### config.mk
export PLATFORM = sky130hd
export DESIGN_NAME = framed_message_receiver_top
export DESIGN_NICKNAME = d
export VERILOG_FILES = /design/src/fmr_pkg.sv /design/src/fmr_frame_ctrl.sv /design/src/framed_message_receiver_top.sv
export SDC_FILE = /design/constraint.sdc
export NUM_CORES = 1
export LEC_CHECK = 0
export ABC_AREA = 1
export BUFFER_PORTS_ARGS = -buffer_cell sky130_fd_sc_hd__buf_4
export CORE_ASPECT_RATIO = 0.6
export CORE_MARGIN = 10
export CORE_UTILIZATION = 45
export CTS_CLUSTER_SIZE = 16
export DETAILED_ROUTE_END_ITERATION = 16
export MAX_ROUTING_LAYER = met4
export PLACE_DENSITY = 0.64
export SETUP_SLACK_MARGIN = 0.15
export SLEW_MARGIN = 25
export SYNTH_ARGS = -nofsm -noshare
export SYNTH_HDL_FRONTEND = slang
export SYNTH_SLANG_ARGS = --single-unit
### constraint.sdc
create_clock -name clk_i -period 4.74 [get_ports clk_i]
set_input_delay 0.948 -clock clk_i [delete_from_list [all_inputs] [get_ports clk_i]]
set_output_delay 0.948 -clock clk_i [all_outputs]
set_load 0.01 [all_outputs]
### src/fmr_pkg.sv
// fmr_pkg: shared types and constants of the framed message receiver
`timescale 1ns / 1ps

package fmr_pkg;

  // frame geometry
  localparam int MAX_FRAME_LEN = 64;
  localparam int HEADER_BYTES  = 4;
  localparam int FRAMING_BYTES = HEADER_BYTES + 1;
  localparam int STORE_DEPTH   = MAX_FRAME_LEN - FRAMING_BYTES;
  localparam int STORE_AW      = $clog2(STORE_DEPTH);
  localparam int POS_W         = $clog2(MAX_FRAME_LEN + 1);
  localparam int LEN_W         = 9;

  localparam logic [7:0]  SYNC_BYTE     = 8'hAA;
  localparam logic [15:0] TIMEOUT_RESET = 16'd1000;

  // request function codes
  typedef enum logic [1:0] {
    FUNC_BYTE    = 2'd0,
    FUNC_TICK    = 2'd1,
    FUNC_RELEASE = 2'd2,
    FUNC_READ    = 2'd3
  } func_e;

  // result event codes
  typedef enum logic [2:0] {
    EV_NONE     = 3'd0,
    EV_STORED   = 3'd1,
    EV_FULL     = 3'd2,
    EV_SYNC     = 3'd3,
    EV_LENGTH   = 3'd4,
    EV_CHECKSUM = 3'd5,
    EV_COMPLETE = 3'd6,
    EV_TIMEOUT  = 3'd7
  } event_e;

  // input request
  typedef struct packed {
    logic [1:0] func;
    logic [7:0] data_byte;
    logic [5:0] read_index;
  } fmr_req_t;

  // output result
  typedef struct packed {
    logic [2:0] event_res;
    logic       frame_ready;
    logic [7:0] destination;
    logic [5:0] payload_length;
    logic [7:0] read_data;
  } fmr_res_t;

  // status from the frame controller after one request
  typedef struct packed {
    event_e     ev;
    logic       frame_ready;
    logic [7:0] destination;
    logic [5:0] payload_length;
  } fmr_stat_t;

  // payload store write port
  typedef struct packed {
    logic                we;
    logic [STORE_AW-1:0] addr;
    logic [7:0]          data;
  } fmr_wr_t;

endpackage

### src/fmr_frame_ctrl.sv
// fmr_frame_ctrl: frame parse state, checksum, idle timer and store writes
`timescale 1ns / 1ps

module fmr_frame_ctrl (
  input  logic             clk_i,
  input  logic             rst_ni,
  input  logic             fire_i,
  input  fmr_pkg::fmr_req_t req_i,
  input  logic             cfg_we_i,
  input  logic [15:0]      cfg_wdata_i,
  output fmr_pkg::fmr_stat_t stat_o,
  output fmr_pkg::fmr_wr_t wr_o
);
  import fmr_pkg::*;

  logic [POS_W-1:0] pos_q, pos_d;
  logic [POS_W-1:0] flen_q, flen_d;
  logic [7:0]       pcount_q, pcount_d;
  logic [7:0]       dest_q, dest_d;
  logic [7:0]       sum_q, sum_d;
  logic             held_q, held_d;
  logic             armed_q, armed_d;
  logic [15:0]      idle_q, idle_d;
  logic [15:0]      timeout_q;

  logic [LEN_W-1:0] flen_w;
  logic [LEN_W-1:0] pay_end;
  logic [POS_W-1:0] pos_n;
  logic [POS_W-1:0] flen_n;
  logic [POS_W-1:0] slot;
  logic [7:0]       sum_n;
  logic             wipe;
  event_e           ev;

  // state update for one request
  always_comb begin
    pos_d    = pos_q;
    flen_d   = flen_q;
    pcount_d = pcount_q;
    dest_d   = dest_q;
    sum_d    = sum_q;
    held_d   = held_q;
    armed_d  = armed_q;
    idle_d   = idle_q;
    wipe     = 1'b0;
    ev       = EV_NONE;
    wr_o     = '0;
    flen_w   = LEN_W'({1'b0, req_i.data_byte}) + LEN_W'(FRAMING_BYTES);
    pay_end  = LEN_W'(HEADER_BYTES) + LEN_W'(pcount_q);
    slot     = pos_q - POS_W'(HEADER_BYTES);
    sum_n    = sum_q;
    pos_n    = pos_q + POS_W'(1);
    flen_n   = flen_q;

    if (fire_i) begin
      unique case (func_e'(req_i.func))
        FUNC_BYTE: begin
          if (held_q) begin
            ev = EV_FULL;
          end else begin
            armed_d = 1'b1;
            idle_d  = '0;
            if (pos_q <= POS_W'(1) && req_i.data_byte != SYNC_BYTE) begin
              wipe = 1'b1;
              ev   = EV_SYNC;
            end else if (pos_q == POS_W'(2) && flen_w > LEN_W'(MAX_FRAME_LEN)) begin
              // oversize length: keep the length byte, drop the frame
              pcount_d = req_i.data_byte;
              wipe     = 1'b1;
              ev       = EV_LENGTH;
            end else begin
              if (pos_q == POS_W'(2)) begin
                pcount_d = req_i.data_byte;
                flen_n   = flen_w[POS_W-1:0];
                flen_d   = flen_n;
              end else if (pos_q == POS_W'(3)) begin
                dest_d = req_i.data_byte;
              end else if (pos_q >= POS_W'(HEADER_BYTES)
                           && LEN_W'(pos_q) < pay_end) begin
                // payload byte: store and accumulate
                if (slot < POS_W'(STORE_DEPTH)) begin
                  wr_o.we   = 1'b1;
                  wr_o.addr = slot[STORE_AW-1:0];
                  wr_o.data = req_i.data_byte;
                end
                sum_n = sum_q + req_i.data_byte;
                sum_d = sum_n;
              end
              pos_d = pos_n;
              // end of frame: check the inverted sum
              if (flen_n != '0 && pos_n >= flen_n) begin
                if (~sum_n == req_i.data_byte) begin
                  held_d = 1'b1;
                  ev     = EV_COMPLETE;
                end else begin
                  wipe = 1'b1;
                  ev   = EV_CHECKSUM;
                end
              end else begin
                ev = EV_STORED;
              end
            end
          end
        end
        FUNC_TICK: begin
          if (armed_q) begin
            if (idle_q >= timeout_q) begin
              wipe = 1'b1;
              ev   = EV_TIMEOUT;
            end else begin
              idle_d = idle_q + 16'd1;
            end
          end
        end
        FUNC_RELEASE: begin
          wipe = 1'b1;
        end
        FUNC_READ: begin
        end
        default: begin
        end
      endcase
    end

    // clear of the partial or held frame
    if (wipe) begin
      pos_d   = '0;
      flen_d  = '0;
      sum_d   = '0;
      held_d  = 1'b0;
      armed_d = 1'b0;
      idle_d  = '0;
    end

    stat_o.ev             = ev;
    stat_o.frame_ready    = held_d;
    stat_o.destination    = dest_d;
    stat_o.payload_length = pcount_d[5:0];
  end

  // state registers
  always_ff @(posedge clk_i or negedge rst_ni) begin
    if (!rst_ni) begin
      pos_q     <= '0;
      flen_q    <= '0;
      pcount_q  <= '0;
      dest_q    <= '0;
      sum_q     <= '0;
      held_q    <= 1'b0;
      armed_q   <= 1'b0;
      idle_q    <= '0;
      timeout_q <= TIMEOUT_RESET;
    end else begin
      pos_q    <= pos_d;
      flen_q   <= flen_d;
      pcount_q <= pcount_d;
      dest_q   <= dest_d;
      sum_q    <= sum_d;
      held_q   <= held_d;
      armed_q  <= armed_d;
      idle_q   <= idle_d;
      if (cfg_we_i) begin
        timeout_q <= cfg_wdata_i;
      end
    end
  end

endmodule

### src/framed_message_receiver_top.sv
// framed_message_receiver_top: request channel, payload store and result pipeline
`timescale 1ns / 1ps
//
// Usage
// - in channel: one request per accepted beat (func, data_byte, read_index).
//   func selects receive byte, millisecond tick, release of a held frame,
//   or read of one stored payload byte.
// - out channel: exactly one result per request, in request order
//   (event, frame_ready, destination, payload_length, read_data).
// - cfg: cfg_we_i writes timeout_ms from cfg_wdata_i; write only while idle.
// Pipeline: the accepting edge registers the frame controller update and the
//   store read, and the result register that drives the outputs loads from
//   the middle stage when that register is empty or out is not stalled.
// Throughput: one request per cycle while in_stall_o is low; the controller
//   update is combinational and the payload store has one write/one read port.
// Reset: frame state clears, timeout_ms returns to 1000; store contents are
//   undefined until written and are not cleared.
// Stall: a result waits in the output register and one more in the middle
//   stage; in_stall_o rises only when both are occupied and out is stalled.
//

module framed_message_receiver_top (
  input  logic              clk_i,
  input  logic              rst_ni,
  input  logic              in_valid_i,
  output logic              in_stall_o,
  input  fmr_pkg::fmr_req_t in_req_i,
  output logic              out_valid_o,
  input  logic              out_stall_i,
  output fmr_pkg::fmr_res_t out_res_o,
  input  logic              cfg_we_i,
  input  logic [15:0]       cfg_wdata_i
);
  import fmr_pkg::*;

  logic      fire;
  logic      out_ready;
  logic      rd_en;
  fmr_stat_t stat;
  fmr_wr_t   wr;

  logic      s1_valid_q;
  fmr_stat_t s1_stat_q;
  logic      s1_rd_q;
  logic [7:0] rd_data_q;
  logic      out_valid_q;
  fmr_res_t  out_res_q;

  logic [7:0] store_mem [STORE_DEPTH];

  // handshake
  assign out_ready  = !out_valid_q || !out_stall_i;
  assign in_stall_o = s1_valid_q && !out_ready;
  assign fire       = in_valid_i && !in_stall_o;
  assign rd_en      = (in_req_i.func == FUNC_READ)
                      && (in_req_i.read_index < 6'(STORE_DEPTH));

  fmr_frame_ctrl u_ctrl (
    .clk_i       (clk_i),
    .rst_ni      (rst_ni),
    .fire_i      (fire),
    .req_i       (in_req_i),
    .cfg_we_i    (cfg_we_i),
    .cfg_wdata_i (cfg_wdata_i),
    .stat_o      (stat),
    .wr_o        (wr)
  );

  // payload store: one write port, one registered read port
  always_ff @(posedge clk_i) begin
    if (wr.we) begin
      store_mem[wr.addr] <= wr.data;
    end
    if (fire && rd_en) begin
      rd_data_q <= store_mem[in_req_i.read_index[STORE_AW-1:0]];
    end
  end

  // middle stage payload
  always_ff @(posedge clk_i) begin
    if (fire) begin
      s1_stat_q <= stat;
      s1_rd_q   <= rd_en;
    end
  end

  // output register payload
  always_ff @(posedge clk_i) begin
    if (out_ready && s1_valid_q) begin
      out_res_q.event_res      <= s1_stat_q.ev;
      out_res_q.frame_ready    <= s1_stat_q.frame_ready;
      out_res_q.destination    <= s1_stat_q.destination;
      out_res_q.payload_length <= s1_stat_q.payload_length;
      out_res_q.read_data      <= s1_rd_q ? rd_data_q : 8'd0;
    end
  end

  // stage valid flags
  always_ff @(posedge clk_i or negedge rst_ni) begin
    if (!rst_ni) begin
      s1_valid_q  <= 1'b0;
      out_valid_q <= 1'b0;
    end else begin
      s1_valid_q <= fire || (s1_valid_q && !out_ready);
      if (out_ready) begin
        out_valid_q <= s1_valid_q;
      end
    end
  end

  assign out_valid_o = out_valid_q;
  assign out_res_o   = out_res_q;

endmodule

## Yosys cells after proc, flatten, opt, wreduce, memory -nomap -nowiden

Memories as Yosys holds them, arrays and structs flattened. A register that Yosys moved wholly into a read port is not among the register bits.
Cells that the tools add are included.

- Add/subtract/negate cells: 6
- Order comparisons: 8
- Equality and inequality tests: 13
- Multiplexer cells: 81
- Bitwise gates (word level): 3
- Reduce and logical (&&, ||, !) cells: 25

Operators with widths:

| kind | number |
|---|---|
| $mux W8 | 18 |
| $mux W15 | 9 |
| $mux W7 | 13 |
| $mux W16 | 5 |
| $pmux W16 S2 | 1 |
| $mux W6 | 4 |
| $mux W1 | 22 |
| $mux W3 | 6 |
| $add A16 B1 Y16 const B | 1 |
| $ge A16 B16 Y1 | 1 |
| $reduce_and A5 Y1 | 3 |
| $eq A7 B2 Y1 const B | 2 |
| $add A3 B8 Y9 const A | 1 |
| $add A8 B3 Y9 const B | 1 |
| $gt A9 B7 Y1 const B | 1 |
| $logic_and A1 B1 Y1 | 9 |
| $lt A7 B9 Y1 | 1 |
| $add A8 B8 Y8 | 1 |
| $eq A8 B8 Y1 | 1 |
| $ne A8 B8 Y1 const B | 1 |
| $not A8 Y8 | 1 |
| $add A7 B1 Y7 const B | 1 |
| $ge A7 B3 Y1 const B | 1 |
| $ge A7 B7 Y1 | 1 |
| 22 further kinds | 31 |

- Register bits: 119
- RAM bits: 472
- Bits of input ports: 37
- Output and inout port bits: 28
- Word-level logic and storage cells: 159
- Memories kept: 1

Memory list:

| memory | depth | width | rd ports | clocked after memory_dff | write ports | line | text |
|---|---|---|---|---|---|---|---|
| store_mem | 59 | 8 | 1 | 1 | 1 | framed_message_receiver_top.sv:49 | `logic [7:0] store_mem [STORE_DEPTH];` |

## Logic depth before layout (Yosys ltp)

- Depth in word-level cells: 22
- Depth in mapped cells: 28
- Depth with buffers taken out: 27

## By module

From an unflattened synthesis, not the netlist that was laid out.

- Cell total of the unflattened synthesis: 2719
- Area, all modules: 27413.8 um2

By module, submodules not included:

| module | instances | cells each | area each (um2) |
|---|---|---|---|
| framed_message_receiver_top | 1 | 1963 | 21745.9 |
| fmr_frame_ctrl | 1 | 756 | 5667.9 |

## Worst setup path after synthesis

OpenSTA, ideal clock, no wires.

- Path type: register -> register
- Start point: register u_ctrl.pcount_q[2]
- End point: memory store_mem[0][2] (data pin)
- Library setup time: 0.476 ns
- Arrival: 3.520 ns
- Data required time: 4.264 ns
- Path slack: 0.744 ns
- Cell stages (with the launch flop): 17
- Clock period less this slack: 3.996 ns
- Cell sequence: dfrtp_1 ha_1 nand2_1 nor2_1 xor2_1 ha_1 nand2_1 inv_1 nand2_1 nand2_1 nand2_1 buf_4 nand4_4 nor2_4 inv_2 buf_2 nor2_1

RTL lines:

| element | line | text |
|---|---|---|
| from (decl) | fmr_frame_ctrl.sv:18 | `logic [7:0] pcount_q, pcount_d;` |
| from (signal assigned) | fmr_frame_ctrl.sv:156 | `pcount_q <= pcount_d;` |
| to (decl) | framed_message_receiver_top.sv:49 |  |

## Worst setup path after layout

- Start point: register u_ctrl.pos_q[2]
- End point: memory store_mem[24][0], enable pin

- Word-level cells in the longest chain between the ends: 13
- Elaborated cells on any way between the ends: 21

RTL lines:

| element | line | text |
|---|---|---|
| from (decl) | fmr_frame_ctrl.sv:16 | `logic [POS_W-1:0] pos_q, pos_d;` |
| from (signal assigned) | fmr_frame_ctrl.sv:154 | `pos_q <= pos_d;` |
| $sub A7 B3 Y7 | fmr_frame_ctrl.sv:50 | `slot = pos_q - POS_W'(HEADER_BYTES);` |
| $lt A7 B6 Y1 | fmr_frame_ctrl.sv:81 | `if (slot < POS_W'(STORE_DEPTH)) begin` |
| $mux W15 | fmr_frame_ctrl.sv:81 |  |
| $mux W15 | fmr_frame_ctrl.sv:78 | `end else if (pos_q >= POS_W'(HEADER_BYTES)` |
| $mux W15 | fmr_frame_ctrl.sv:76 | `end else if (pos_q == POS_W'(3)) begin` |
| $mux W15 | fmr_frame_ctrl.sv:72 | `if (pos_q == POS_W'(2)) begin` |
| $mux W15 | fmr_frame_ctrl.sv:66 | `end else if (pos_q == POS_W'(2) && flen_w > LEN_W'(MAX_FRAME_LEN)) begin` |
| $mux W15 (*) | fmr_frame_ctrl.sv:63 | `if (pos_q <= POS_W'(1) && req_i.data_byte != SYNC_BYTE) begin` |
| $mux W15 (*) | fmr_frame_ctrl.sv:58 | `if (held_q) begin` |
| $mux W15 (*) | fmr_frame_ctrl.sv:56 | `unique case (func_e'(req_i.func))` |
| $mux W15 (*) | fmr_frame_ctrl.sv:55 | `if (fire_i) begin` |
| $mux W1 | framed_message_receiver_top.sv:71 | `if (wr.we) begin` |
| $mux W1 (not written as such) | framed_message_receiver_top.sv:72 | `store_mem[wr.addr] <= wr.data;` |

Every way passes the cells marked *; elsewhere a longest branch is shown, timed or not.

==> impl_metrics.sql <==
INSERT INTO impl_metrics (metric_group, metric, value, unit) VALUES
('finish', 'final_layout_size_suffix_gt1_share', '12.4', '%'),
('setup_path', 'timing.setup.critical_path_class', 'reg -> reg', ''),
('sta', 'slew_violations', '0', ''),
('floorplanning', 'row_count', '67', ''),
('finish', 'filler_instances', '4747', ''),
('clock_tree', 'clk_latency', '0.60', 'ns'),
('sta', 'worst_slack', '0.781', 'ns'),
('placed_design', 'finalWeightedCongestion', '0.931', ''),
('placed_design', 'dp_slack', '0.490', 'ns'),
('setup_path', 'critPathCaptureType', 'flip-flop', ''),
('finish', 'layout.cells.most_common_list', 'sky130_fd_sc_hd__edfxtp_1 (525), sky130_fd_sc_hd__nor2_1 (385), sky130_fd_sc_hd__o21ai_0 (296)', ''),
('clock_tree', 'cts.repair_timing.setup_buffer_count', '0', ''),
('yosys', 'netlist.top_cell.by_area', 'sky130_fd_sc_hd__edfxtp_1', ''),
('global_route', 'grt_start_max_net_pins', '106', ''),
('sta', 'setup_total_negative_slack', '0', 'ns'),
('global_route', 'gr-total-overflow', '0', ''),
('finish', 'area.growth.synth_to_final', '14.2', '%'),
('sta', 'period_share', '83.5', '%'),
('clock_tree', 'cts.hold.buffers_added', '0', ''),
('clock_tree', 'numCtsBuffers', '55', ''),
('setup_path', 'timing.rr.start', 'u_ctrl.pos_q[2]$_DFFE_PN0P_', ''),
('yosys', 'synth_top_area_share', '61.4', '%'),
('sta', 'final_period_minus_worst_setup_slack', '3.96', 'ns'),
('route', 'wl', '68900', 'um'),
('global_route', 'grt.total_usage', '20.8', '%'),
('yosys', 'synth_flop_cell', 'sky130_fd_sc_hd__edfxtp_1', ''),
('pwr', 'netSwitchingFraction', '29.2', '%'),
('yosys', 'post_synth_main_area_contributors', 'sky130_fd_sc_hd__edfxtp_1 (61%), sky130_fd_sc_hd__dfrtp_1 (6.6%), sky130_fd_sc_hd__o21ai_0 (5.8%), sky130_fd_sc_hd__nor2_1 (5.7%), sky130_fd_sc_hd__nand2_1 (2.9%)', ''),
('sta', 'clock.fmax', '253', 'MHz'),
('global_route', 'grt_pass1_vias', '16700', ''),
('setup_path', 'critical_path_arrival', '4.17', 'ns'),
('status', 'status', 'finished clean', ''),
('floorplanning', 'die_height', '205', 'um'),
('route', 'first_pass_iters', '6', ''),
('route', 'num_vias', '17600', ''),
('yosys', 'yosys.cell_types.count', '56', ''),
('min_path', 'hp-class', 'in -> async', ''),
('finish', 'combined_area_of_the_multi_input_logic_cells', '7130', 'sq um'),
('pwr', 'worst_ir_drop_vdd', '316', 'uV'),
('setup_path', 'cp_data_required_time', '4.95', 'ns'),
('route', 'post_drt_via_cell_ratio', '5.71', ''),
('yosys', 'synth.ff_latch_count', '599', ''),
('global_route', 'antenna_found_initial', '1', ''),
('clock_tree', 'clock-root-buffer', 'sky130_fd_sc_hd__clkbuf_16', ''),
('yosys', 'count_of_mapped_cells_out_of_synthesis', '2189', ''),
('route', 'routed_wire_length_per_instance', '22.3', 'um'),
('yosys', 'post_synth.cell_area_avg', '11.7', 'sq um'),
('sta', 'rsz0062_at_grt', 'false', ''),
('route', 'drt_iter0_drc', '2446', ''),
('yosys', 'synth_area', '25700', 'sq um'),
('pwr', 'powerDensity', '459', 'nW/um^2'),
('pwr', 'total_switching_power', '3930', 'uW'),
('clock_tree', 'clock_sinks', '599', ''),
('floorplanning', 'core_area', '56100', 'sq um'),
('pwr', 'cell_internal_pwr', '9530', 'uW'),
('clock_tree', 'clkSlewWorstSetupHoldPaths', '0.06', 'ns'),
('clock_tree', 'cts-htree-levels', '2', ''),
('finish', 'layout.area.seq', '17600', 'sq um'),
('yosys', 'postSynth.asyncResetShare', '12.4', '%'),
('floorplanning', 'io_pins', '65', ''),
('floorplanning', 'die_footprint', '67300', 'sq um'),
('pwr', 'pwr-share-seq', '46.1', '%'),
('sta', 'worst-slew-pin-transition', '0.987', 'ns'),
('yosys', 'syn_nets', '2276', ''),
('yosys', 'ys_seq_area_share', '68.7', '%'),
('pwr', 'share_comb_of_total_power', '19.5', '%'),
('route', 'antenna_violating_nets_post_route', '0', ''),
('setup_path', 'worstRegToRegCells', '13', ''),
('sta', 'finalSetupViolations', '0', ''),
('setup_path', 'timing.critical_path.fanout_max', '8', ''),
('clock_tree', 'cts_buffer_depth', '3', '');
logic make-up after synthesis:
kind of cell               after synthesis  share of synthesized area [%]
and+or+nand+nor                        730                           12.1
xor gates and xnor gates                30                           1.02
muxes                                    4                          0.161
buffers and inverters                  251                           3.81
AOI/OAI and AO/OA                      525                           11.8
adders and majority gates               50                           2.47
DFF                                    599                           68.7
layer usage:
| layer | up-vias | wire length, um | track usage (%) |
|---|---|---|---|
| met5 | - | 0 | - |
| met2 | 855 | 27700 | 27.2 |
| met1 | 8626 | 32200 | 31.9 |
| met3 | 87 | 7860 | 5.40 |
| met4 | 0 | 1100 | 3.45 |
| li1 | 8052 | - | - |
flip-flops by register name (all words and copies together) (netlist names):
signal	cells
s1_stat_q	18
u_ctrl.held_q	1
out_res_o	26
u_ctrl.pos_q	7
store_mem	472
rd_data_q	8
s1_valid_q	1
u_ctrl.dest_q	8
u_ctrl.sum_q	8
u_ctrl.armed_q	1
u_ctrl.timeout_q	16
u_ctrl.pcount_q	8
u_ctrl.idle_q	16
s1_rd_q	1
u_ctrl.flen_q	7
out_valid_o	1
layout make-up:
cell class	count	area share [%]
antenna	3	0.0256
clock buffer	66	5.02
clock inverter	37	1.41
inverter	138	1.79
multi-input combinational	1339	24.3
sequential	599	60.2
tap	759	3.24
timing repair buffer	143	4.02
cell usage after synthesis, drive strengths merged (8+ instances only):
| master | number |
|---|---|
| edfxtp | 525 |
| o211ai | 13 |
| buf | 9 |
| nand3 | 94 |
| nor2 | 397 |
| a31oi | 8 |
| xor2 | 24 |
| o21ai | 297 |
| nand2 | 201 |
| ha | 49 |
| a32o | 8 |
| nand4 | 8 |
| nor3 | 19 |
| o221ai | 47 |
| o22ai | 80 |
| clkbuf | 104 |
| inv | 137 |
| dfrtp | 68 |
| a21oi | 61 |
critical path, cell delays in order, from the launching register on:
cell and delay [ns]:
sky130_fd_sc_hd__dfrtp_1 0.52, sky130_fd_sc_hd__inv_1 0.19, sky130_fd_sc_hd__ha_1 0.27, sky130_fd_sc_hd__xnor2_1 0.50, sky130_fd_sc_hd__nor2_1 0.08, sky130_fd_sc_hd__o211ai_1 0.16, sky130_fd_sc_hd__nand4_4 0.19, sky130_fd_sc_hd__nor2_4 0.22
sky130_fd_sc_hd__inv_2 0.09, sky130_fd_sc_hd__nor2_4 0.15, sky130_fd_sc_hd__inv_1 0.10, sky130_fd_sc_hd__nor2_1 0.20, sky130_fd_sc_hd__nand2_2 0.18, sky130_fd_sc_hd__nor2_1 0.72
worst max-delay path by stage:
stage                                            start                           to  slack [ns]  cells after the start
after floorplan           u_ctrl.pcount_q[2]$_DFF_PN0_    store_mem[0][2]$_DFFE_PP_        0.74                     16
after global placement                     in_req_i[6]   store_mem[35][3]$_DFFE_PP_        0.55                     17
after detailed placement                  in_req_i[14]   store_mem[35][5]$_DFFE_PP_        0.49                     15
after CTS                 u_ctrl.pcount_q[2]$_DFF_PN0_   store_mem[24][2]$_DFFE_PP_        0.83                     18
after global routing      u_ctrl.pcount_q[2]$_DFF_PN0_  u_ctrl.pos_q[0]$_DFFE_PN0P_        0.52                     28
final                      u_ctrl.pos_q[2]$_DFFE_PN0P_   store_mem[24][0]$_DFFE_PP_        0.78                     13
power by group through the flow:
stage / registers (uW) / logic [uW] / clock network, uW
floorplan: 6280 / 1740 / 0
global placement: 6310 / 2540 / 0
detailed placement: 6320 / 2560 / 0
CTS: 6210 / 2570 / 4690
global route: 6230 / 2910 / 4910
finish: 6210 / 2620 / 4620
stage by stage:
step,cells,util [%],total power [uW],instance area [sq um],hold slack [ns]
3_3_place_gp,2977,48.8,8860,27400,0.402
4_1_cts,3080,52.2,13500,29300,0.420
3_5_place_dp,2977,48.8,8880,27400,0.408
2_1_floorplan,2189,-,8020,25700,0.400
6_report,3084,52.2,13500,29300,0.330
5_1_grt,3082,52.2,14100,29300,0.405
(Power assumes the default switching activity.)
